==> src/rtl/ffrp_ram.sv <==
`timescale 1ns / 1ps
`default_nettype none
// ----------------------------------------------------------------------------
// ffrp_ram
// Generic simple dual-port RAM with one write port and registered read data.
// ----------------------------------------------------------------------------
module ffrp_ram #(
   parameter int Width = 64,
   parameter int Depth = 64
) (
   input  wire logic                     clock,
   input  wire logic                     wr_en,
   input  wire logic [$clog2(Depth)-1:0] wr_addr,
   input  wire logic [Width-1:0]         wr_data,
   input  wire logic [$clog2(Depth)-1:0] rd_addr,
   output logic      [Width-1:0]         rd_data
);

   logic [Width-1:0] mem [Depth];

   // write and registered read
   always_ff @(posedge clock) begin
      if (wr_en) begin
         mem[wr_addr] <= wr_data;
      end
      rd_data <= mem[rd_addr];
   end

endmodule
`default_nettype wire

==> config.mk <==
export PLATFORM = sky130hd
export DESIGN_NAME = ffrp_ram
export DESIGN_NICKNAME = d
export VERILOG_FILES = /design/src/rtl/ffrp_ram.sv
export SDC_FILE = /design/constraint.sdc
export NUM_CORES = 2
export LEC_CHECK = 0
export ABC_CLOCK_PERIOD_IN_PS = 6250
export BUFFER_PORTS_ARGS = -buffer_cell sky130_fd_sc_hd__buf_2
export CAP_MARGIN = 20
export CORE_MARGIN = 2
export CORE_UTILIZATION = 39
export CTS_CLUSTER_SIZE = 10
export DETAILED_ROUTE_END_ITERATION = 12
export GPL_TIMING_DRIVEN = 0
export HOLD_SLACK_MARGIN = 0.12
export PLACE_DENSITY_LB_ADDON = 0.15
export REMOVE_ABC_BUFFERS = 1
export SYNTH_ARGS = -nofsm -noshare
export SYNTH_HDL_FRONTEND = slang
export SYNTH_SLANG_ARGS = --single-unit
==> constraint.sdc <==
create_clock -name clock -period 6.25 [get_ports clock]
set_input_delay 0.625 -clock clock [delete_from_list [all_inputs] [get_ports clock]]
set_output_delay 0.625 -clock clock [all_outputs]
set_load 0.02 [all_outputs]
==> flow_summary.ini <==
[timing]
drv_slew = 0
slew-limit-headroom = 0.268
clock.fmax_mhz = 249
grt_setup_unrepaired = false
clock_skew_ps = 46.6
finalHoldViolCount = 0
finalCriticalPeriod_ps = 4010
tns_ps = 0
setup-violations-final = 0
worst_pin_slew_ps = 1100
min_period_over_period = 0.642

[clock_network]
clockRootBuffer = clkbuf_16
numCtsBuffers = 467
cts_num_sinks = 4160
cts_tree = built
clkSlewWorstSetupHoldPaths_ps = 60
clock_latency_ps = 990
clockBufferDepth = 4
postCtsResizedCells = 0
htree_num_levels = 5

[layout]
fillers = 32700
area_growth_pct = 17.0
fin_nets = 7264
multi_input_area_um2 = 30800
seq_area_um2 = 124000
finish.utilization = 0.458
drive_gt1_frac = 0.285

[hold_path]
hold_path.class = input pin to flip-flop
hold_start = wr_data[51]
whs_path_depth = 2
holdPathEnd = mem[3][51]

[floorplan]
design.core.area_um2 = 399000
rows = 232
initial_core_util = 0.392
fp.dieW_um = 637
die-area_um2 = 406000
io_pins = 142
die_y_um = 637

[drt]
drt_iter0_drc = 7387
first_pass_iters = 5
vias_per_cell = 5.70
wl_um = 415000
routedWlPerCell_um = 32.6
drcViolationCount = 0
via_count = 72700
postRouteAntennaNets = 0

[setup_path]
worst_setup_path_end_kind = flip-flop
crit_fanout = 97
r2r_cells = 5
r2r_setup_slack_ps = 4100
rr_startpoint = mem[63][57]
r2r-end = rd_data[57]
worst_setup_path_start_kind = input pin
required_ps = 7080
path_class = input pin to flip-flop
critPathArrivalTime_ps = 4850

[synthesis]
synth_top_family_by_area = multiplexers
syn_area_um2 = 156000
synthMuxAreaShare = 0.156
synth_xor_xnor_area_share = 0
syn_inst = 6598
yosysUniqueCellTypes = 33
synth.largest_area_cell = edfxtp_1
yosys_warnings = 0
ys_seq_area_frac = 0.795
avgSynthCellArea_um2 = 23.7
synthAdderAreaFrac = 0
synth_seq_cells = 4160
synth_edf_count = 4096
synth_top_area_share = 0.787
synth.area.top_cells = edfxtp_1 (79%), mux4_2 (15%), mux2i_1 (0.86%)
synth_compound_area_frac = 0.0248
synth_simple_gate_area_share = 0.0124
synth_ff_type = edfxtp_1
async_flop_share = 0

[power_and_ir_drop]
p_switching_uw = 12300
p_per_area_nw_per_um2 = 318
power_frac_seq = 0.532
irDropWorstVdd_mv = 0.271
p_leak_uw = 0.0566
pwr-share-comb = 0.047
swShare = 0.211
power_frac_clock = 0.422
p_int_uw = 45900

[placed_design]
gp_congestion = 0.684
dpl.hpwl_um = 263000
io_buffers = 141

[global_routing]
grt_max_degree = 121
grt_pass1_wl_um = 583000
grt_usage = 0.202
antenna_found_initial = 22
gr-total-overflow = 0
grt_pass1_vias = 75500

[run_status]
outcome = finished, final reports clean

[job]
maxCapViolations = 0
[metrics by stage]
| step | power (uW) | instance area [um2] | std cells | setup WS [ps] | hold WS, ps |
|---|---|---|---|---|---|
| after CTS | 58900 | 183000 | 12700 | 1940 | 177 |
| after global placement | 35900 | 162000 | 11600 | -47830 | 904 |
| after global routing | 60100 | 183000 | 12700 | 1770 | 139 |
| final | 58300 | 183000 | 12700 | 2240 | 167 |
| after detailed placement | 34300 | 169000 | 12000 | 862 | 890 |
| after floorplan | 32700 | 155000 | 6228 | 325 | 724 |
[kinds of logic (layout without fill, tap and decap cells)]
logic type      count (synthesis)  after routing
simple gates                  386            386
flops                        4160           4160
other cells                     0             20
buf+inv                       389           1246
mux                          1159           1159
compound gates                504            504
[how the worst max path moves through the flow]
stage                       end  startpoint  slack [ps]
global route        rd_data[27]  rd_addr[0]        1770
global placement    rd_data[10]  rd_addr[2]      -47830
floorplan            mem[48][0]  wr_addr[4]         330
CTS                  rd_data[3]  rd_addr[0]        1940
detailed placement   rd_data[3]  rd_addr[0]         860
finish              rd_data[27]  rd_addr[0]        2240
[worst max-delay path: stages]
cell and delay, ps:
buf_12 350, buf_16 400, buf_16 440, buf_16 490, buf_16 540, mux4_2 580, mux2i_1 180, nand2_1 80
a41oi_1 410, a211oi_1 170
[cells in the final DEF, fill, tap and decap left out, types with 8 or more instances in the layout]
cell type  instances
clkbuf_16        473
nor2b_1           24
inv_1             19
a22o_1            88
nand2b_1           8
o221ai_1          38
or3_1             29
mux2i_1          135
and3_1            64
a31oi_1           18
mux4_2          1024
buf_2            138
buf_16            66
nand3_1           45
nor2_4            65
nor2_1            47
clkinv_1          11
nand2_1           54
a2bb2oi_1         19
a211oi_1          62
buf_6             23
or2_2             28
a22oi_1          168
edfxtp_1        4096
clkbuf_1         219
a41oi_1           26
dfxtp_1           64
diode_2           20
o22ai_1           83
inv_6              8
buf_12           251
[flip-flops by register name (all words and copies together) (netlist names)]
signal,flops
mem,4096
rd_data,64
[Yosys cell counts, drive strengths merged, types with 63 or more instances]
cell type and number:
a211oi 63, a22o 88, a22oi 168, and3 64, buf 230, clkbuf 140
dfxtp 64, edfxtp 4096, mux2i 135, mux4 1024, nor2 112, o22ai 83
[timing repair]
item	4_1_cts	5_1_grt
hold buffers	0	7
buffers inserted	0	0
endpoints found under the hold margin	0	33
[area by class of cell]
class | instances | area share
sequential | 4160 | 0.679
multi-input combinational | 2049 | 0.168
clock buffer | 699 | 0.0697
timing repair buffer | 489 | 0.0432
tap | 5265 | 0.0360
clock inverter | 39 | 0.00290
inverter | 19 | 0.000390
antenna | 20 | 0.000274
[metal layers]
layer / GRT usage / wire (um)
met5: 0 / 48
met2: 0.341 / 208000
met4: 0.0545 / 11500
met3: 0.0289 / 23500
met1: 0.276 / 172000
[power groups by stage]
stage	combinational, uW	clock [uW]	sequential, uW
2_1_floorplan	1120	0	31600
3_3_place_gp	4350	0	31600
3_5_place_dp	2750	0	31500
4_1_cts	2750	25200	31000
5_1_grt	2900	26200	31000
6_report	2710	24600	31000
Power figures use the tool's default switching activity.
